### config.mk
export PLATFORM = sky130hd
export DESIGN_NAME = rc4_ram
export DESIGN_NICKNAME = d
export VERILOG_FILES = /design/src/rtl/core/rc4_ram.sv
export SDC_FILE = /design/constraint.sdc
export NUM_CORES = 2
export LEC_CHECK = 0
export BUFFER_PORTS_ARGS = -buffer_cell sky130_fd_sc_hd__buf_2
export CORE_MARGIN = 2
export CORE_UTILIZATION = 32
export CTS_CLUSTER_DIAMETER = 200
export DETAILED_ROUTE_END_ITERATION = 10
export HOLD_SLACK_MARGIN = 0.1
export PLACE_DENSITY_LB_ADDON = 0.12
export SLEW_MARGIN = 20
export SYNTH_ARGS = -nofsm -noshare
export SYNTH_HDL_FRONTEND = slang
export SYNTH_SLANG_ARGS = --single-unit
export TNS_END_PERCENT = 5
### constraint.sdc
create_clock -name clk_i -period 2.9 [get_ports clk_i]
set_input_delay 0.58 -clock clk_i [delete_from_list [all_inputs] [get_ports clk_i]]
set_output_delay 0.58 -clock clk_i [all_outputs]
set_load 0.005 [all_outputs]
### src/rtl/core/rc4_ram.sv
// generic single-write, single-read ram with registered read data
// no dependencies
`timescale 1ns / 1ps
`default_nettype none

module rc4_ram #(
  parameter int unsigned WIDTH = 8,
  parameter int unsigned DEPTH = 256,
  localparam int unsigned AW   = (DEPTH > 1) ? $clog2(DEPTH) : 1
) (
  input  wire logic             clk_i,
  input  wire logic             we_i,
  input  wire logic [AW-1:0]    waddr_i,
  input  wire logic [WIDTH-1:0] wdata_i,
  input  wire logic             re_i,
  input  wire logic [AW-1:0]    raddr_i,
  output logic      [WIDTH-1:0] rdata_o
);

  logic [WIDTH-1:0] mem_q [DEPTH];
  logic [WIDTH-1:0] rdata_q;

  always_ff @(posedge clk_i) begin
    if (we_i) begin
      mem_q[waddr_i] <= wdata_i;
    end
    if (re_i) begin
      rdata_q <= mem_q[raddr_i];
    end
  end

  assign rdata_o = rdata_q;

endmodule

`default_nettype wire

# After elaboration in Yosys (flattened, before gate mapping)
# Memories as Yosys holds them, arrays and structs flattened. A register that Yosys moved wholly into a read port is not among the register bits.
# Cells that the tools add are included.
# op_classes
n_addsub	0
n_mul	0
n_div	0
order_cmp	0
eq_ne	0
n_shift	0
n_mux	2
bitwise_logic	0
reduce_logical	0
# op_table
cell	count
2-to-1 mux 1 bit	2
# totals
register_bits	0
latch_bits	0
mem_bits_rw	2048
mem_bits_ro	0
inputBits	27
elab_cells	3
memories	1
# mem_list
name	words	word_bits	read_ports	rd_ports_with_merged_regs	wr	line_no	text
mem_q	256	8	1	1	1	20	logic [WIDTH-1:0] mem_q [DEPTH];

# Longest topological paths before layout
# depth
depth_word	2
ltp_mapped	11

# Worst setup path after synthesis
# No wires, ideal clock.
# synth_path
kind	input -> register
from	input raddr_i[0]
to	register rdata_q[2], in the netlist rdata_o[2] (read register of mem_q), data pin
setup_ns	0.269
t_arrival_ns	2.387
required_ns	2.631
slack_ns	0.244
path_stages	9
path_cell_list	buf_6 > buf_12 > buf_8 > buf_2 > mux4_2 > a22oi_1 > a21oi_1 > nor4_1 > nor4_2
# synth_lines
item	line_no	text
from (decl)	16	input wire logic [AW-1:0] raddr_i,
to (decl)	21	logic [WIDTH-1:0] rdata_q;

==> results.json <==
{
  "drtPass1Iterations": 5,
  "antenna_found_initial": 21,
  "core_area_sq_um": 248000,
  "synth-seq-area-share_pct": 77.5,
  "drive_gt1_share_pct": 34.1,
  "die_h_um": 503,
  "crit_path_max_fanout": 1,
  "start_util_pct": 32.1,
  "dieWidth_um": 503,
  "cts.path.max_buffers": 3,
  "port_buffers": 34,
  "ys_warn_count": 0,
  "tightest_slew_ns": 1.03,
  "layout_commonest_cell": "edfxtp_1",
  "cp.depth": 6,
  "path_cells": "mux4_2 > mux4_2 > nor2b_1 > nor4_2 > buf_4 > nor4_2",
  "pwr-share-clk_pct": 42.6,
  "ant_nets": 0,
  "via_count": 40400,
  "rr_worst_depth": 6,
  "critPathTopFamily": "multiplexers",
  "combPwrFrac_pct": 5.8,
  "place_hpwl_mm": 154,
  "grt_use_total_pct": 18.4,
  "nets": 4562,
  "fin_crit_sh_pct": 98.7,
  "ios": 35,
  "p_sw_mw": 13.9,
  "outcome": "finished, final reports clean",
  "cp.arrival_ns": 3.45,
  "finClkSkew_ns": 0.0441,
  "power_switching_share_pct": 21.9,
  "htreeDepth": 4,
  "overflow": 0,
  "synth.cell_area_sq_um": 79600,
  "required_ns": 3.49,
  "slowest_stage": "nor4_2",
  "cts_sinks": 2056,
  "netlist_instances": 3733,
  "synthDistinctLibCells": 54,
  "final_area_sq_um": 96700,
  "p_leak_nw": 31.2,
  "finalWorstSetupSlack_ns": 0.0369,
  "grt_pass1_wl_mm": 327,
  "worstSetupPathType": "register to register",
  "row_count": 183,
  "die_area_sq_um": 253000,
  "cts_tree": "yes",
  "hold_viol_final": 0,
  "cts.clk_slew.worst_paths_ns": 0.06,
  "grt_max_degree": 89,
  "syn_nets": 3760,
  "slew_headroom_pct": 30.7,
  "pre_cts_slack_ns": -1.15,
  "areaGrowthSynthToFinish_pct": 21.4,
  "viasPerCell": 5.02,
  "synth-async-reset-ratio_pct": 0,
  "placed_area_sq_um": 89700,
  "peakVddDrop_mv": 0.530,
  "slowest_delay_ns": 0.63,
  "drv_cap": 0,
  "synth-seq-cells": 2056,
  "worst_setup_path_start_kind": "register",
  "place_congestion": 0.785,
  "stdcell_count": 8057,
  "fin_crit_ns": 2.86,
  "dpl.cell_count": 7639,
  "cts_buffers": 221,
  "rsz0062_at_grt": "true",
  "fmax_ghz": 0.349,
  "drc": 0,
  "grt_pass1_vias": 42100,
  "setup_violations": 0,
  "holdCritPathClass": "primary input to register",
  "mostFrequentLayoutCells": "edfxtp_1, buf_4, mux4_2, nor2_1, clkbuf_16",
  "clkLatencyLatePin_ns": 0.88,
  "synth_flop_cell": "edfxtp_1",
  "endpoint_kind": "register",
  "p_seq_share_pct": 51.6,
  "finalMaxSlewViolations": 0,
  "dr.first_iter.drc_count": 3650,
  "internal_power_mw": 49.6,
  "synth_edf_count": 2056,
  "cts-root-buf": "clkbuf_16",
  "powerDensity_nw_per_um2": 657,
  "fill_cells": 22300,
  "routedWlPerCell_um": 28.9,
  "syn-mean-instance-area_sq_um": 21.3,
  "hold_depth": 1,
  "routed_wl_mm": 233,
  "cp_num_buf_inv": 1
}
-- per-stage QoR --
step / TNS [ns] / power (mW) / utilization (%) / hold WS, ns
floorplan: 0 / 35.0 / - / 0.679
global placement: -9.08 / 37.2 / 36.2 / 0.943
detailed placement: -7.29 / 37.2 / 36.2 / 0.946
CTS: 0 / 64.3 / 39.0 / 0.137
global route: -0.0481 / 65.7 / 39.0 / 0.149
finish: 0 / 63.6 / 39.0 / 0.177
-- Yosys cell counts, types with 2 or more instances --
master	n	area [sq um]
a2111oi_0	2	17.5
a2111oi_1	2	20.0
a211oi_1	16	120
a21oi_1	96	480
a221oi_1	13	114
a22o_1	8	70.1
a22oi_1	133	998
a311oi_1	2	17.5
a31oi_1	2	12.5
and2_1	6	37.5
and3b_1	2	17.5
buf_1	22	82.6
buf_12	8	160
buf_2	31	155
buf_4	27	203
buf_6	21	236
buf_8	13	195
clkbuf_1	111	417
edfxtp_1	2056	61700
mux2i_1	134	1340
mux4_1	2	52.6
mux4_2	454	10200
nand2_1	33	124
nand2b_1	8	50.1
nand3_1	34	170
nand3b_1	2	15.0
nand4_1	10	62.6
nor2_1	282	1060
nor2b_1	31	194
nor3_1	22	110
nor4_1	24	150
nor4_2	3	37.5
o211ai_1	10	75.1
o21ai_0	10	50.1
o21ai_1	2	10.0
o221ai_1	46	403
o22a_1	5	43.8
o22ai_1	28	175
o32ai_1	4	35.0
or2_2	4	25.0
-- cell families after synthesis --
group / after synthesis / share of synthesized area, %
AO/OA/AOI/OAI: 385 / 3.42
buffers and inverters: 235 / 1.83
AND/OR/NAND/NOR: 466 / 2.63
flip-flops: 2056 / 77.5
multiplexers: 591 / 14.6
-- path summary, 6_finish.rpt --
path                              startpoint            to  slack [ns]
worst min register to register  mem_q[41][3]    rdata_o[3]        1.14
worst min-delay path              wdata_i[1]  mem_q[87][1]        0.18
worst max register to register  mem_q[84][2]    rdata_o[2]        0.04
worst max-delay path            mem_q[84][2]    rdata_o[2]        0.04
-- area by class of cell --
cell class / count / area, sq um / share of cell area (%)
tap: 3330 / 4170 / 4.31
sequential: 2056 / 61700 / 63.8
clock buffer: 279 / 5830 / 6.03
timing repair buffer: 812 / 7260 / 7.51
clock inverter: 124 / 1040 / 1.08
antenna: 12 / 30.0 / 0.0311
multi-input combinational: 1442 / 16600 / 17.2
inverter: 2 / 7.51 / 0.00776
-- sequential cells by signal, summed over array words and instances (netlist names) --
signal,cells
rdata_o,8
mem_q,2048
-- timing repair --
item / CTS / global route
setup buffers: 0 / 0
resized for setup: 4 / 3
endpoints found under the hold margin: 24 / 0
setup endpoints to repair: 3 / 3
hold buffers: 3 / 0
-- power groups by stage --
stage	Combinational [mW]	Clock [mW]	Sequential [mW]
floorplan	1.59	0	33.4
global placement	3.73	0	33.5
detailed placement	3.75	0	33.5
CTS	3.76	27.8	32.8
global route	3.92	28.9	32.8
finish	3.67	27.1	32.8
-- per-layer routing --
layer	global-route usage, %	up-vias	wire (um)	share of wire [%]
met5	0	-	39	0.017
li1	-	17400	-	-
met4	4.99	6	5960	2.6
met1	25.5	21700	102000	44
met3	3.42	314	13100	5.6
met2	29.7	1029	112000	48
Power figures use the tool's default switching activity.
