==> config.mk <==
export PLATFORM = sky130hd
export DESIGN_NAME = rc4_seq
export DESIGN_NICKNAME = d
export VERILOG_FILES = /design/src/rtl/core/rc4_pkg.sv /design/src/rtl/core/rc4_seq.sv
export SDC_FILE = /design/constraint.sdc
export NUM_CORES = 1
export LEC_CHECK = 0
export ABC_AREA = 1
export BUFFER_PORTS_ARGS = -buffer_cell sky130_fd_sc_hd__buf_2
export CAP_MARGIN = 20
export CORE_UTILIZATION = 36
export DETAILED_ROUTE_END_ITERATION = 12
export PLACE_DENSITY = 0.67
export REMOVE_ABC_BUFFERS = 1
export SLEW_MARGIN = 40
export SYNTH_ARGS = -nofsm -noshare
export SYNTH_HDL_FRONTEND = slang
export SYNTH_SLANG_ARGS = --single-unit
==> constraint.sdc <==
create_clock -name clk_i -period 9.35 [get_ports clk_i]
set_input_delay 0.4675 -clock clk_i [delete_from_list [all_inputs] [get_ports clk_i]]
set_output_delay 0.4675 -clock clk_i [all_outputs]
set_load 0.01 [all_outputs]
==> src/rtl/core/rc4_pkg.sv <==
// rc4 cipher package: state encoding, request struct and shared constants
// no dependencies; imported by rc4_stream_cipher, rc4_perm and rc4_seq
`timescale 1ns / 1ps
`default_nettype none

package rc4_pkg;

  localparam int unsigned BYTE_W      = 8;
  localparam int unsigned PERM_DEPTH  = 256;
  localparam int unsigned KEY_MAX_DEF = 256;

  localparam logic FUNC_KEY  = 1'b0;
  localparam logic FUNC_DATA = 1'b1;

  typedef enum logic [3:0] {
    ST_IDLE,
    ST_KS_RD,
    ST_KS_J,
    ST_KS_WN,
    ST_KS_WJ,
    ST_PR_I,
    ST_PR_J,
    ST_PR_WI,
    ST_PR_WJ,
    ST_PR_T,
    ST_PR_OUT
  } rc4_state_e;

  typedef struct packed {
    logic              clear;
    logic              rd_en;
    logic [BYTE_W-1:0] rd_addr;
    logic              wr_en;
    logic [BYTE_W-1:0] wr_addr;
    logic [BYTE_W-1:0] wr_data;
  } perm_req_t;

endpackage

`default_nettype wire

==> src/rtl/core/rc4_seq.sv <==
// rc4 sequencer: key loading, key schedule and keystream steps over one shared adder
// depends on rc4_pkg
`timescale 1ns / 1ps
`default_nettype none

module rc4_seq
  import rc4_pkg::*;
#(
  parameter int unsigned KEY_MAX = KEY_MAX_DEF,
  localparam int unsigned KIW    = (KEY_MAX > 1) ? $clog2(KEY_MAX) : 1,
  localparam int unsigned CW     = $clog2(KEY_MAX + 1)
) (
  input  wire logic              clk_i,
  input  wire logic              rst_ni,
  input  wire logic              in_valid_i,
  output logic                   in_ready_o,
  input  wire logic              in_func_i,
  input  wire logic [BYTE_W-1:0] in_byte_i,
  input  wire logic              in_last_i,
  output logic                   out_valid_o,
  input  wire logic              out_ready_i,
  output logic      [BYTE_W-1:0] out_byte_o,
  output perm_req_t              perm_req_o,
  input  wire logic [BYTE_W-1:0] perm_rdata_i,
  output logic                   key_we_o,
  output logic      [KIW-1:0]    key_waddr_o,
  output logic      [BYTE_W-1:0] key_wdata_o,
  output logic                   key_re_o,
  output logic      [KIW-1:0]    key_raddr_o,
  input  wire logic [BYTE_W-1:0] key_rdata_i
);

  rc4_state_e state_q, state_d;

  logic [CW-1:0]     key_count_q, key_count_d;
  logic [KIW-1:0]    kp_q, kp_d, kp_last;
  logic [BYTE_W-1:0] n_q, n_d;
  logic [BYTE_W-1:0] i_q, i_d;
  logic [BYTE_W-1:0] j_q, j_d;
  logic [BYTE_W-1:0] a_q, a_d;
  logic [BYTE_W-1:0] b_q, b_d;
  logic [BYTE_W-1:0] data_q, data_d;
  logic              out_valid_q, out_valid_d;
  logic [BYTE_W-1:0] out_byte_q, out_byte_d;
  logic              in_acc;
  logic              out_free;
  logic [BYTE_W-1:0] sum;
  logic [BYTE_W-1:0] sum_b;

  assign in_acc   = in_valid_i && (state_q == ST_IDLE);
  assign out_free = !out_valid_q || out_ready_i;
  assign kp_last  = (key_count_q == '0) ? '0 : KIW'(key_count_q - CW'(1));

  // shared adder, operand b selects key byte during the schedule
  assign sum_b = (state_q == ST_KS_J) ? key_rdata_i : '0;
  always_comb begin
    case (state_q)
      ST_PR_T: sum = a_q + b_q;
      default: sum = j_q + perm_rdata_i + sum_b;
    endcase
  end

  always_comb begin
    state_d = state_q;
    case (state_q)
      ST_IDLE: begin
        if (in_acc) begin
          if (in_func_i == FUNC_DATA) begin
            state_d = ST_PR_I;
          end else if (in_last_i) begin
            state_d = ST_KS_RD;
          end
        end
      end
      ST_KS_RD: state_d = ST_KS_J;
      ST_KS_J:  state_d = ST_KS_WN;
      ST_KS_WN: state_d = ST_KS_WJ;
      ST_KS_WJ: state_d = (n_q == '1) ? ST_IDLE : ST_KS_RD;
      ST_PR_I:  state_d = ST_PR_J;
      ST_PR_J:  state_d = ST_PR_WI;
      ST_PR_WI: state_d = ST_PR_WJ;
      ST_PR_WJ: state_d = ST_PR_T;
      ST_PR_T:  state_d = ST_PR_OUT;
      ST_PR_OUT: begin
        if (out_free) begin
          state_d = ST_IDLE;
        end
      end
      default:  state_d = ST_IDLE;
    endcase
  end

  always_comb begin
    in_ready_o  = 1'b0;
    perm_req_o  = '0;
    key_we_o    = 1'b0;
    key_waddr_o = KIW'(key_count_q);
    key_wdata_o = in_byte_i;
    key_re_o    = 1'b0;
    key_raddr_o = kp_q;
    key_count_d = key_count_q;
    kp_d        = kp_q;
    n_d         = n_q;
    i_d         = i_q;
    j_d         = j_q;
    a_d         = a_q;
    b_d         = b_q;
    data_d      = data_q;
    out_valid_d = out_valid_q && !out_ready_i;
    out_byte_d  = out_byte_q;
    case (state_q)
      ST_IDLE: begin
        in_ready_o = 1'b1;
        if (in_acc) begin
          if (in_func_i == FUNC_DATA) begin
            i_d    = i_q + 8'd1;
            data_d = in_byte_i;
          end else begin
            if (key_count_q < CW'(KEY_MAX)) begin
              key_we_o    = 1'b1;
              key_count_d = key_count_q + CW'(1);
            end
            if (in_last_i) begin
              perm_req_o.clear = 1'b1;
              n_d  = '0;
              j_d  = '0;
              kp_d = '0;
            end
          end
        end
      end
      ST_KS_RD: begin
        perm_req_o.rd_en   = 1'b1;
        perm_req_o.rd_addr = n_q;
        key_re_o           = 1'b1;
      end
      ST_KS_J: begin
        a_d                = perm_rdata_i;
        j_d                = sum;
        perm_req_o.rd_en   = 1'b1;
        perm_req_o.rd_addr = sum;
      end
      ST_KS_WN: begin
        perm_req_o.wr_en   = 1'b1;
        perm_req_o.wr_addr = n_q;
        perm_req_o.wr_data = perm_rdata_i;
      end
      ST_KS_WJ: begin
        perm_req_o.wr_en   = 1'b1;
        perm_req_o.wr_addr = j_q;
        perm_req_o.wr_data = a_q;
        n_d  = n_q + 8'd1;
        kp_d = (kp_q == kp_last) ? '0 : kp_q + KIW'(1);
        if (n_q == '1) begin
          i_d         = '0;
          j_d         = '0;
          key_count_d = '0;
        end
      end
      ST_PR_I: begin
        perm_req_o.rd_en   = 1'b1;
        perm_req_o.rd_addr = i_q;
      end
      ST_PR_J: begin
        a_d                = perm_rdata_i;
        j_d                = sum;
        perm_req_o.rd_en   = 1'b1;
        perm_req_o.rd_addr = sum;
      end
      ST_PR_WI: begin
        b_d                = perm_rdata_i;
        perm_req_o.wr_en   = 1'b1;
        perm_req_o.wr_addr = i_q;
        perm_req_o.wr_data = perm_rdata_i;
      end
      ST_PR_WJ: begin
        perm_req_o.wr_en   = 1'b1;
        perm_req_o.wr_addr = j_q;
        perm_req_o.wr_data = a_q;
      end
      ST_PR_T: begin
        perm_req_o.rd_en   = 1'b1;
        perm_req_o.rd_addr = sum;
      end
      ST_PR_OUT: begin
        if (out_free) begin
          out_valid_d = 1'b1;
          out_byte_d  = data_q ^ perm_rdata_i;
        end
      end
      default: begin
        in_ready_o = 1'b0;
      end
    endcase
  end

  always_ff @(posedge clk_i or negedge rst_ni) begin
    if (!rst_ni) begin
      state_q     <= ST_IDLE;
      key_count_q <= '0;
      i_q         <= '0;
      j_q         <= '0;
      out_valid_q <= 1'b0;
    end else begin
      state_q     <= state_d;
      key_count_q <= key_count_d;
      i_q         <= i_d;
      j_q         <= j_d;
      out_valid_q <= out_valid_d;
    end
  end

  always_ff @(posedge clk_i) begin
    kp_q       <= kp_d;
    n_q        <= n_d;
    a_q        <= a_d;
    b_q        <= b_d;
    data_q     <= data_d;
    out_byte_q <= out_byte_d;
  end

  assign out_valid_o = out_valid_q;
  assign out_byte_o  = out_byte_q;

endmodule

`default_nettype wire
# Word level (Yosys, flattened, before mapping)
# Index checks and enable logic that the tools add are counted.
[classes] reduce_logical=19 n_bitwise=1 mux=39 n_addsub=8 n_eq_ne=20 magnitude_cmp=1
[op_table] op="2-to-1 mux 8 bit" n=10
[op_table] op="one-hot mux 17 bit (3 select lines)" n=1
[op_table] op="one-hot mux 8 bit (2 select lines)" n=3
[op_table] op="one-hot mux 4 bit (11 select lines)" n=1
[op_table] op="2-to-1 mux 9 bit" n=4
[op_table] op="one-hot mux 9 bit (3 select lines)" n=1
[op_table] op="adder 8 x 1 -> 8 bit, second input constant" n=3
[op_table] op="adder 8 bit" n=3
[op_table] op="one-hot mux 8 bit (3 select lines)" n=1
[op_table] op="one-hot mux 9 bit (2 select lines)" n=1
[op_table] op="equality test 4 x 3 -> 1 bit, second input constant" n=4
[op_table] op="2-to-1 mux 4 bit" n=4
[op_table] op="2-to-1 mux 1 bit" n=13
[op_table] op="equality test 4 bit, second input constant" n=3
[op_table] op="inequality test 2 bit, second input constant" n=6
[op_table] op="AND reduction 5 bit" n=2
[op_table] op="adder 9 x 1 -> 9 bit, second input constant" n=1
[op_table] op="logical NOT 9 bit" n=1
[op_table] op="less-than comparator 9 bit, second input constant" n=1
[op_table] op="equality test 4 x 2 -> 1 bit, second input constant" n=2
[op_table] op="equality test 8 bit" n=1
[op_table] op="equality test 8 bit, second input constant" n=1
[op_table] op="AND reduction 4 bit" n=2
[op_table] op="subtractor 8 x 1 -> 8 bit, second input constant" n=1
[op_table] op="other kinds (14)" n=18
[word_totals] out_inout_bits=63 input_bits=30 word_cells=99 ff_bits=78

# Longest topological paths before layout
# Gate-level depths: netlist of the first run.
[logic_depth] word_depth=5 depth_mapped=18 depth_no_buf=17

# Worst setup path before layout of the first run
# No wires, ideal clock.
[synth_path] path_type="register -> output" startpoint="reg state_q[0]" endpoint="out perm_req_o[24] (netlist bit)" slack_ns=5.873 stages_incl_launch_ff=19 t_arrival_ns=3.010 path_cell_list="dfrtp_1 > inv_4 > nand2_1 > nor2_1 > buf_2 > nand2_1 > nor2_1 > fa_1 > ha_1 > fa_1 > nand3_1 > nand2_1 > a31oi_1 > inv_1 > nand2_1 > nand3_1 > nand2_1 > nand2_1 > nand2_1"
[synth_rtl] item="start, declared" line_no="rc4_seq.sv:33" text="rc4_state_e state_q, state_d;"
[synth_rtl] item="start signal, assigned" line_no="rc4_seq.sv:205" text="state_q <= state_d;"
[synth_rtl] item="end, declared" line_no="rc4_seq.sv:23" text="output perm_req_t perm_req_o,"

==> results of run 1 <==
## stage by stage
| step | worst slack [ns] | instances | hold WS, ns |
|---|---|---|---|
| global route | 5.101 | 866 | 0.2443 |
| finish | 5.428 | 866 | 0.1893 |
| detailed placement | 5.792 | 850 | 0.4930 |
| global placement | 5.918 | 850 | 0.4868 |
| CTS | 5.409 | 866 | 0.2087 |
| floorplan | 5.414 | 576 | 0.1719 |
## critical path: cells and delay by family, from the launching register on
| family | cells | cell delay (ns) |
|---|---|---|
| and+or+nand+nor | 11 | 1.18 |
| adders and majority gates | 3 | 1.11 |
| DFF | 1 | 0.41 |
| buffers and inverters | 2 | 0.21 |
| AOI/OAI and AO/OA | 1 | 0.19 |
## power by group through the flow
stage | clock network [uW] | registers (uW) | logic, uW
finish | 368 | 581 | 1050
global route | 386 | 599 | 1190
CTS | 373 | 582 | 1060
detailed placement | 0 | 588 | 1050
global placement | 0 | 587 | 1040
floorplan | 0 | 577 | 733
## how the worst max path moves through the flow
| stage | startpoint | endpoint | slack [ns] |
|---|---|---|---|
| floorplan | state_q[0] | perm_req_o[24] | 5.41 |
| global placement | state_q[0] | perm_req_o[24] | 5.92 |
| detailed placement | state_q[0] | perm_req_o[24] | 5.79 |
| CTS | state_q[0] | perm_req_o[24] | 5.41 |
| global route | state_q[0] | perm_req_o[24] | 5.10 |
| finish | state_q[0] | perm_req_o[24] | 5.43 |
## metal layers
layer	wire [um]	vias to the layer above
met2	6086	140
met5	0	-
met3	715	22
li1	-	2165
met1	5479	2015
met4	345	0
## state kept, by name, summed over array words and instances (netlist names)
name	count
key_raddr_o	8
a_q	8
key_count_q	9
j_q	8
state_q	4
out_valid_o	1
out_byte_o	8
i_q	8
n_q	8
b_q	8
data_q	8
## logic make-up (layout without fill, tap and decap cells)
family | count (synthesis) | after routing | synth area share
AOI/OAI and AO/OA | 82 | 82 | 0.1075
xor gates and xnor gates | 26 | 26 | 0.04437
adders and majority gates | 27 | 27 | 0.07899
buffers and inverters | 108 | 196 | 0.09654
DFF | 78 | 78 | 0.4271
and+or+nand+nor | 277 | 277 | 0.2455
## layout make-up
cell class                 count  share of cell area
multi-input combinational    412              0.4103
tap                          180             0.03763
sequential                    78              0.3662
clock inverter                 7             0.01442
timing repair buffer          94             0.07943
inverter                      86             0.05435
clock buffer                   9             0.03763
## Yosys cell counts (2+ instances only)
cell type	n
nor2_1	54
o31ai_1	4
or2_2	3
o221ai_1	13
a22o_1	8
buf_6	2
a21oi_2	2
nand3_2	3
dfrtp_1	30
nand2_1	135
a21boi_0	3
nor2_2	4
clkinv_1	4
nor2_4	2
o21ai_1	4
o211ai_1	3
o21ai_2	2
nand3_1	41
edfxtp_1	48
o22ai_1	3
a211oi_1	2
inv_1	70
fa_1	9
xor2_1	21
o21ai_0	15
nand2_2	6
inv_2	11
a21oi_1	16
xnor2_1	5
o21bai_1	2
ha_1	18
nor3_1	10
a21o_1	2
buf_4	19
nand4_1	10
a31oi_1	3
nand3b_1	2
nand2_4	2
## cells in the final DEF (no fill, tap or decap), types with 3 or more instances in the layout
cell	Yosys	routed
nand2_1	135	135
a31oi_1	3	3
o21ai_1	4	4
inv_1	70	70
dfrtp_1	30	30
a21oi_2	2	3
nor2_1	54	53
o21ai_0	15	15
nand3_2	3	3
ha_1	18	18
o211ai_1	3	3
inv_2	11	11
fa_1	9	9
or2_2	3	3
nor3_1	10	10
o221ai_1	13	13
nand3_1	41	41
clkbuf_16	0	9
edfxtp_1	48	48
nand2_2	6	6
a21boi_0	3	3
nand4_1	10	10
a22o_1	8	8
xnor2_1	5	5
o22ai_1	3	3
nor2_2	4	5
a21oi_1	16	15
o31ai_1	4	4
buf_2	1	92
xor2_1	21	21
clkinv_1	4	4
==> flow_summary.toml, run 1 <==
[floorplan]
pin_count = 93
chipWidth_um = 121.4
start_util = 0.3697
die_h_um = 121.4
die_area_um2 = 14740
core-area_um2 = 13880
rows = 43

[global_routing]
grt_max_degree = 31
overflow = 0
use_met1 = 0.2146
gr-usage-met3 = 0.03618
top_usage_layer = "met2"
track_usage = 0.1811
grtUsageMet2 = 0.3171
grt_pass1_vias = 4073
grt_pass1_wl_um = 20200
grt_antenna_before_repair = 0

[clock_network]
cts.path.max_buffers = 2
root_buffer = "clkbuf_16"
hold_buffers = 0
cts_inserted_buffers = 9
worstSkewPairLatency_ns = 0.35
cts_resized = 0
post-cts-setup-buffer-count = 0
clock_sinks = 78
cts_tree = "built"
clk_pin_slew_ns = 0.07
h-tree-depth = 3

[setup_path]
cpMostUsedCell = "nand2_1"
critPathLaunchType = "register"
cp_slowest_stage_delay_ns = 0.44
cp_slowest_cell = "fa_1"
required_ns = 8.88
cp_cell_sequence = "inv_4 > nand2_1 > nor2_1 > nand2_1 > nor2_1 > fa_1 > ha_1 > fa_1 > nand3_1 > nand2_1 > a31oi_1 > nand3_1 > nand3_1 > nand2_1 > nand2_1 > nand2_1 > buf_2"
reg2regPathDepth = 16
crit_type = "reg -> out"
endpoint_kind = "primary output"
timing.rr.end = "j_q[7]"
reg2reg_slack_ns = 6.26
critPathMaxFanout = 7
arrival_ns = 3.45
reg2reg_from = "state_q[0]"

[sta]
hold_viol = 0
period_minus_slack_ns = 3.922
rsz0062_at_grt = "no"
tns_ns = 0
worst_pin_slew_ns = 0.7908
drv_slew = 0
finalCritPeriodShare = 0.4195
fin_skew_ns = 0.009302
slew_headroom = 0.4709
max_freq_ghz = 0.2550
setup_violations = 0

[finish]
nets = 738
fin_util = 0.4312
seqCellArea_um2 = 2192
num-fill-cells = 1398
num_antenna_cells = 0
area_growth_pct = 16.63
layout-drive-gt1-share = 0.2216
finish.instance_area_um2 = 5986
multi_input_area_um2 = 2456

[logic_synthesis]
synth_edf_count = 48
netlist_instances = 598
syn_avg_cell_area_um2 = 8.583
yosysTopAreaCell = "edfxtp_1"
synthArstFlopShare = 0.3846
synth_ff_type = "edfxtp_1"
synth_seq_cells = 78
yosysSeqAreaShare = 0.4271
synthDominantCellAreaShare = 0.2808
ys_types = 45
ys_warn_count = 0
synth_area_um2 = 5132
synth_area_leaders = "edfxtp_1 (28%), dfrtp_1 (15%), nand2_1 (9.9%), inv_1 (5.1%), ha_1 (4.4%)"

[power]
leakagePower_uw = 0.002870
power.share.clock = 0.184
ir_worst_vdd_mv = 0.2150
combPwrFrac = 0.526
pwr-share-seq = 0.290
power.density_nw_per_um2 = 334.4
internal_power_uw = 1071
power_uw = 2002
switching_share = 0.4648
switching_power_uw = 930.4

[placed_design]
placed_cell_area_um2 = 5670
portBuffers = 92
hpwl_um = 9818
place.gp.congestion = 0.8784

[detailed_routing]
via_per_inst = 5.014
route.vias.total = 4342
drt-initial-drc-count = 324
antenna_left = 0
drc_errors = 0
routed_wl_um = 12630
routedWlPerCell_um = 14.58
dr.pass1.iters = 5

[run]
drv_cap = 0

[outcome]
status = "finished, final reports clean"

[hold_path]
min_path_type = "in -> async"
(Power assumes the default switching activity.)
==> inputs of run 2 (changes only) <==
--- a/config.mk
+++ b/config.mk
@@ -10,7 +10,7 @@
 export CAP_MARGIN = 20
 export CORE_UTILIZATION = 36
 export DETAILED_ROUTE_END_ITERATION = 12
-export PLACE_DENSITY = 0.67
+export PLACE_DENSITY = 0.69
 export REMOVE_ABC_BUFFERS = 1
 export SLEW_MARGIN = 40
 export SYNTH_ARGS = -nofsm -noshare
==> constraint.sdc (replaced) <==
create_clock -name clk_i -period 3.3 [get_ports clk_i]
set_input_delay 0.165 -clock clk_i [delete_from_list [all_inputs] [get_ports clk_i]]
set_output_delay 0.165 -clock clk_i [all_outputs]
set_load 0.01 [all_outputs]
==> run 2 against run 1 <==
  * Wire length grew 4.8%
  * Critical path depth is the same
  * Die area stayed put
  * Final cell count up 2.9%
  * Worst hold slack got worse by 0.18 ns
  * Register-to-register slack worse by 5.7 ns
  * Cell area increased by 5.4%
  * Highest routed layer unchanged
==> flow_summary.toml, run 2 (synthesis results as in run 1) <==
[clock_network]
worstSkewPairLatency_ns = 0.35
clk_pin_slew_ns = 0.06
h-tree-depth = 3
cts_inserted_buffers = 9
cts_tree = "built"
cts.path.max_buffers = 2
root_buffer = "clkbuf_16"
clock_sinks = 78

[setup_path]
critPathMaxFanout = 5
crit_type = "reg -> out"
timing.rr.end = "j_q[7]"
required_ns = 3.13
reg2reg_slack_ns = 0.60
reg2reg_from = "state_q[1]"
critPathLaunchType = "register"
endpoint_kind = "primary output"
reg2regPathDepth = 15
arrival_ns = 3.10

[sta]
holdWs_ns = 0.01023
setup_violations = 0
tns_ns = 0
finalCritPeriodShare = 0.9906
drv_slew = 0
rsz0062_at_grt = "yes"
fin_skew_ns = 0.01034
worst_pin_slew_ns = 0.7957
slew_headroom = 0.4695
hold_viol = 0
max_freq_ghz = 0.3059
period_minus_slack_ns = 3.269

[placed_design]
hpwl_um = 9926
portBuffers = 92
place.gp.congestion = 0.9352

[hold_path]
whs_endpoint = "data_q[4]"
whs_path_depth = 1
min_path_type = "in -> reg"
min_from = "in_byte_i[4]"

[detailed_routing]
dr.pass1.iters = 5
drc_errors = 0
routedWlPerCell_um = 14.85
drt-initial-drc-count = 325
route.vias.total = 4451
routed_wl_um = 13230
via_per_inst = 4.996
antenna_left = 0

[power]
power.share.clock = 0.178
combPwrFrac = 0.551
pwr-share-seq = 0.270
internal_power_uw = 3337
ir_worst_vdd_mv = 0.4539
switching_power_uw = 2776
power.density_nw_per_um2 = 968.9
leakagePower_uw = 0.003007
switching_share = 0.4541

[floorplan]
pin_count = 93
start_util = 0.3697
chipWidth_um = 121.4
core-area_um2 = 13880
die_area_um2 = 14740
rows = 43
die_h_um = 121.4

[finish]
mostFrequentLayoutCells = "nand2_1 (132), buf_2 (91), inv_1 (69)"
num_antenna_cells = 0
num-fill-cells = 1371
seqCellArea_um2 = 2192
layout-drive-gt1-share = 0.2588
layout_commonest_cell = "nand2_1"
largest_register_ffs = 9
multi_input_area_um2 = 2551
area_growth_pct = 22.94
nets = 763
largest_register = "key_count_q"

[outcome]
status = "finished, final reports clean"

[global_routing]
overflow = 0
grt_max_degree = 31
grt_antenna_before_repair = 0
grt_pass1_wl_um = 21380
grt_pass1_vias = 4256
track_usage = 0.1903

[run]
drv_cap = 0
==> run 2: layout make-up <==
| cell class | instances | area share |
|---|---|---|
| Clock inverter | 6 | 0.01487 |
| Clock buffer | 10 | 0.03629 |
| Multi-Input combinational cell | 412 | 0.4043 |
| Tap cell | 180 | 0.03569 |
| Timing Repair Buffer | 119 | 0.1099 |
| Inverter | 86 | 0.05156 |
| Sequential cell | 78 | 0.3474 |
==> run 2: repair_timing <==
action / CTS / global route
hold buffers: 5 / 1
setup endpoints to repair: 6 / 5
buffers inserted: 11 / 2
resized for setup: 10 / 11
pin swaps: 5 / 8
hold endpoints to repair: 34 / 1
==> run 2: layer usage <==
metal	global-route usage	routed length [um]	vias up	share of wire
li1	-	-	2205	-
met4	0.04630	148	0	0.011
met2	0.3075	6244	134	0.47
met3	0.04558	788	12	0.060
met5	0	0	-	0
met1	0.2548	6047	2100	0.46
==> run 2: worst max-delay path by stage <==
| stage | startpoint | end | slack [ns] |
|---|---|---|---|
| final | state_q[1] | perm_req_o[23] | 0.03 |
| after global routing | state_q[0] | perm_req_o[24] | -0.15 |
| after CTS | state_q[0] | perm_req_o[24] | 0.0005 |
| after detailed placement | state_q[0] | perm_req_o[24] | 0.09 |
| after global placement | state_q[0] | perm_req_o[24] | 0.17 |
| after floorplan | state_q[0] | perm_req_o[24] | -0.33 |
==> run 2: metrics by stage <==
stage	worst slack (ns)	area (um^2)	utilization	std cells	power [uW]
after floorplan	-0.3337	4962	-	576	3711
after global placement	0.1739	5713	0.4116	856	4630
after detailed placement	0.09487	5713	0.4116	856	4686
after CTS	0.0005427	6236	0.4493	888	5999
after global routing	-0.1462	6310	0.4546	891	6590
final	0.03100	6310	0.4546	891	6114
==> run 2: power groups by stage <==
| stage | Sequential [uW] | Combinational, uW | Clock (uW) |
|---|---|---|---|
| 2_1_floorplan | 1640 | 2080 | 0 |
| 5_1_grt | 1690 | 3760 | 1140 |
| 6_report | 1650 | 3370 | 1090 |
| 4_1_cts | 1650 | 3250 | 1100 |
| 3_5_place_dp | 1660 | 3030 | 0 |
| 3_3_place_gp | 1650 | 2970 | 0 |
==> run 2: critical path: stages, from the launching register on <==
cell	delay, ns
dfrtp_1	0.46
nand2_4	0.10
nor2_4	0.12
nand2_4	0.08
buf_12	0.14
nor2_1	0.12
fa_1	0.48
ha_4	0.33
nand2_1	0.07
nand2_1	0.06
nand2_1	0.05
nand3_1	0.08
xor2_1	0.16
nand2_1	0.06
nand2_1	0.09
nand2_1	0.06
o211ai_1	0.12
buf_2	0.18
==> inputs of run 3 (changes only) <==
--- a/config.mk
+++ b/config.mk
@@ -5,7 +5,6 @@
 export SDC_FILE = /design/constraint.sdc
 export NUM_CORES = 1
 export LEC_CHECK = 0
-export ABC_AREA = 1
 export BUFFER_PORTS_ARGS = -buffer_cell sky130_fd_sc_hd__buf_2
 export CAP_MARGIN = 20
 export CORE_UTILIZATION = 36
==> run 3 against run 2 <==
  * The run now ends with negative setup slack left
  * Register-to-register slack worse by 0.53 ns
  * Largest power group unchanged
  * Worst hold slack hardly changed
  * Wire length is 2.7% lower
  * Cell area is 3.7% lower
  * Count of clock-buffer cells in the layout stayed put
  * Critical path depth is 4 lower
  * Critical path type unchanged
  * Sequential share of layout area is 1.4 points higher
==> flow_summary.toml, run 3 <==
[detailed_routing]
routedWlPerCell_um = 16.82
route.vias.total = 4087
wl_met3_um = 645
drt-initial-drc-count = 260
via_per_inst = 5.342
routed_wl_um = 12870
drc_errors = 0
dr.pass1.iters = 4
wl_met2_um = 6363
met1Wirelength_um = 5703
top_layer_used = "met4"
antenna_left = 0

[logic_synthesis]
synthArstFlopShare = 0.3846
synth_ff_type = "edfxtp_1"
netlist_instances = 480
synthDominantCellAreaShare = 0.2892
ys_types = 62
synth_area_um2 = 4984
yosysSeqAreaShare = 0.4399
synth_edf_count = 48
syn_avg_cell_area_um2 = 10.38
yosysTopAreaCell = "edfxtp_1"
synth_seq_cells = 78
ys_top_cells_by_count = "edfxtp_1 (48), nand2_1 (46), nor2_1 (43)"
synth_area_leaders = "edfxtp_1 (29%), dfrtp_1 (15%), ha_1 (4.5%), xor2_1 (4.0%), xnor2_1 (3.7%)"
ys_warn_count = 0
synth_most_common_cell = "edfxtp_1"

[global_routing]
overflow = 0
grt_pass1_wl_um = 20960
grt_max_degree = 31
grt_antenna_before_repair = 0
grt_pass1_vias = 4052
track_usage = 0.1885

[sta]
fin_skew_ns = 0.005591
rsz0062_at_grt = "yes"
worst_pin_slew_ns = 0.7578
worst_slack_ns = -0.3203
finalCritPeriodShare = 1.097
setup_violations = 4
slew_headroom = 0.4929
drv_slew = 0
hold_viol = 0
period_minus_slack_ns = 3.620
max_freq_ghz = 0.2762

[power]
pwr-share-seq = 0.263
switching_power_uw = 2506
ir_worst_vdd_mv = 0.4974
power.share.clock = 0.169
combPwrFrac = 0.567
leakagePower_uw = 0.002704
power_uw = 5967
switching_share = 0.4200
power.density_nw_per_um2 = 982.4
internal_power_uw = 3461

[hold_path]
min_path_type = "in -> reg"
whs_endpoint = "data_q[0]"
whs_path_depth = 1
min_from = "in_byte_i[0]"

[finish]
num_antenna_cells = 0
layout_commonest_cell = "buf_2"
area_growth_pct = 21.87
largest_register = "key_count_q"
fin_util = 0.4550
mostFrequentLayoutCells = "buf_2 (91), edfxtp_1 (48), nand2_1 (45)"
nets = 641
layout-drive-gt1-share = 0.2954
largest_register_ffs = 9

[outcome]
violations = "negative setup slack"
status = "finished, violations left"

[clock_network]
root_buffer = "clkbuf_16"
worstSkewPairLatency_ns = 0.34
clk_pin_slew_ns = 0.07
h-tree-depth = 3
cts_inserted_buffers = 9
cts.path.max_buffers = 2
clock_sinks = 78
cts_tree = "built"

[setup_path]
reg2reg_slack_ns = 0.07
cp_cell_sequence = "nor4b_2 > buf_4 > and2_4 > fa_1 > ha_2 > fa_2 > a211oi_2 > o21bai_1 > a21oi_1 > xnor2_1 > nor2_1 > a221o_1 > buf_2"
endpoint_kind = "primary output"
cp_slowest_cell = "fa_1"
arrival_ns = 3.46
required_ns = 3.13
timing.rr.end = "j_q[4]"
critPathMaxFanout = 4
reg2reg_from = "state_q[0]"
cp_slowest_stage_delay_ns = 0.42
critPathLaunchType = "register"
reg2regPathDepth = 18
crit_type = "reg -> out"

[floorplan]
chipWidth_um = 119.7
core-area_um2 = 13350
rows = 42
pin_count = 93
die_area_um2 = 14320
start_util = 0.3734
die_h_um = 119.7

[placed_design]
portBuffers = 92
hpwl_um = 9171
place.gp.congestion = 0.9009

[run]
drv_cap = 0
==> run 3: cell count changes after synthesis, moves of 8 or more <==
cell      delta
nor2_1      -11
and2_1      +10
nand2_1     -89
inv_2       -10
inv_1       -60
clkbuf_1     +8
a22oi_1     +10
nand3_1     -32
o221ai_1    -13
a21o_1       +9
xnor2_1     +16
and3_1       +8
==> run 3: layer usage <==
layer,vias to the layer above,GRT usage
li1,1946,-
met3,13,0.03992
met4,0,0.05859
met2,129,0.3194
met1,1999,0.2396
met5,-,0
==> run 3: area by class of cell <==
class	instances	area (um^2)
flip-flops and latches	78	2192
repair buffers	125	715.7
inverters	11	41.29
clock buffers	10	229.0
multi-input cells	359	2603
fillers	1245	7274
clock inverters	6	72.57
well taps	176	220.2
==> run 3: metrics by stage <==
step	area (um^2)	hold WS [ns]	setup WS, ns	instances	setup TNS, ns
after floorplan	4755	-0.1306	-0.4022	448	-0.7872
after global routing	6073	0.001801	-0.4785	765	-1.648
after detailed placement	5595	0.2830	-0.2042	736	-0.2515
after global placement	5595	0.2721	-0.1606	736	-0.1606
final	6073	0.01037	-0.3203	765	-0.7797
after CTS	6027	0.00006892	-0.2970	763	-0.6858
==> run 3: repair_timing <==
| item | 4_1_cts | 5_1_grt |
|---|---|---|
| hold endpoints to repair | 31 | 0 |
| hold buffers | 2 | 0 |
| pin swaps | 12 | 5 |
| setup buffers | 10 | 3 |
| gates resized for setup | 10 | 5 |
| gates cloned | 0 | 0 |
| endpoints found under the setup margin | 7 | 6 |
==> run 3: power groups by stage <==
stage	registers (uW)	logic (uW)	clock network (uW)
after global routing	1600	3710	1070
final	1570	3390	1010
after global placement	1570	2950	0
after floorplan	1620	1930	0
after CTS	1570	3260	1030
after detailed placement	1580	3040	0
==> run 3: how the worst max path moves through the flow <==
stage / slack, ns / endpoint / startpoint
final: -0.32 / perm_req_o[24] / state_q[0]
after global routing: -0.48 / perm_req_o[24] / state_q[0]
after CTS: -0.30 / perm_req_o[24] / state_q[0]
after detailed placement: -0.20 / perm_req_o[24] / state_q[0]
after global placement: -0.16 / perm_req_o[24] / state_q[0]
after floorplan: -0.40 / perm_req_o[24] / state_q[2]
==> run 3: cell families after synthesis <==
logic type,after synthesis,share of synthesized area
AO/OA/AOI/OAI,101,0.1431
XOR/XNOR,44,0.07733
adder cells (fa/ha/maj),27,0.08135
buffers and inverters,43,0.05423
flip-flops,78,0.4399
multiplexers,10,0.02084
AND/OR/NAND/NOR,177,0.1833
==> run 3: critical path, delay by kind of cell, from the launching register on <==
family / cells / cell delay (ns)
fa+ha+maj: 3 / 0.99
compound gates: 4 / 0.79
simple gates: 3 / 0.49
flops: 1 / 0.40
buf+inv: 2 / 0.31
xor+xnor: 1 / 0.14
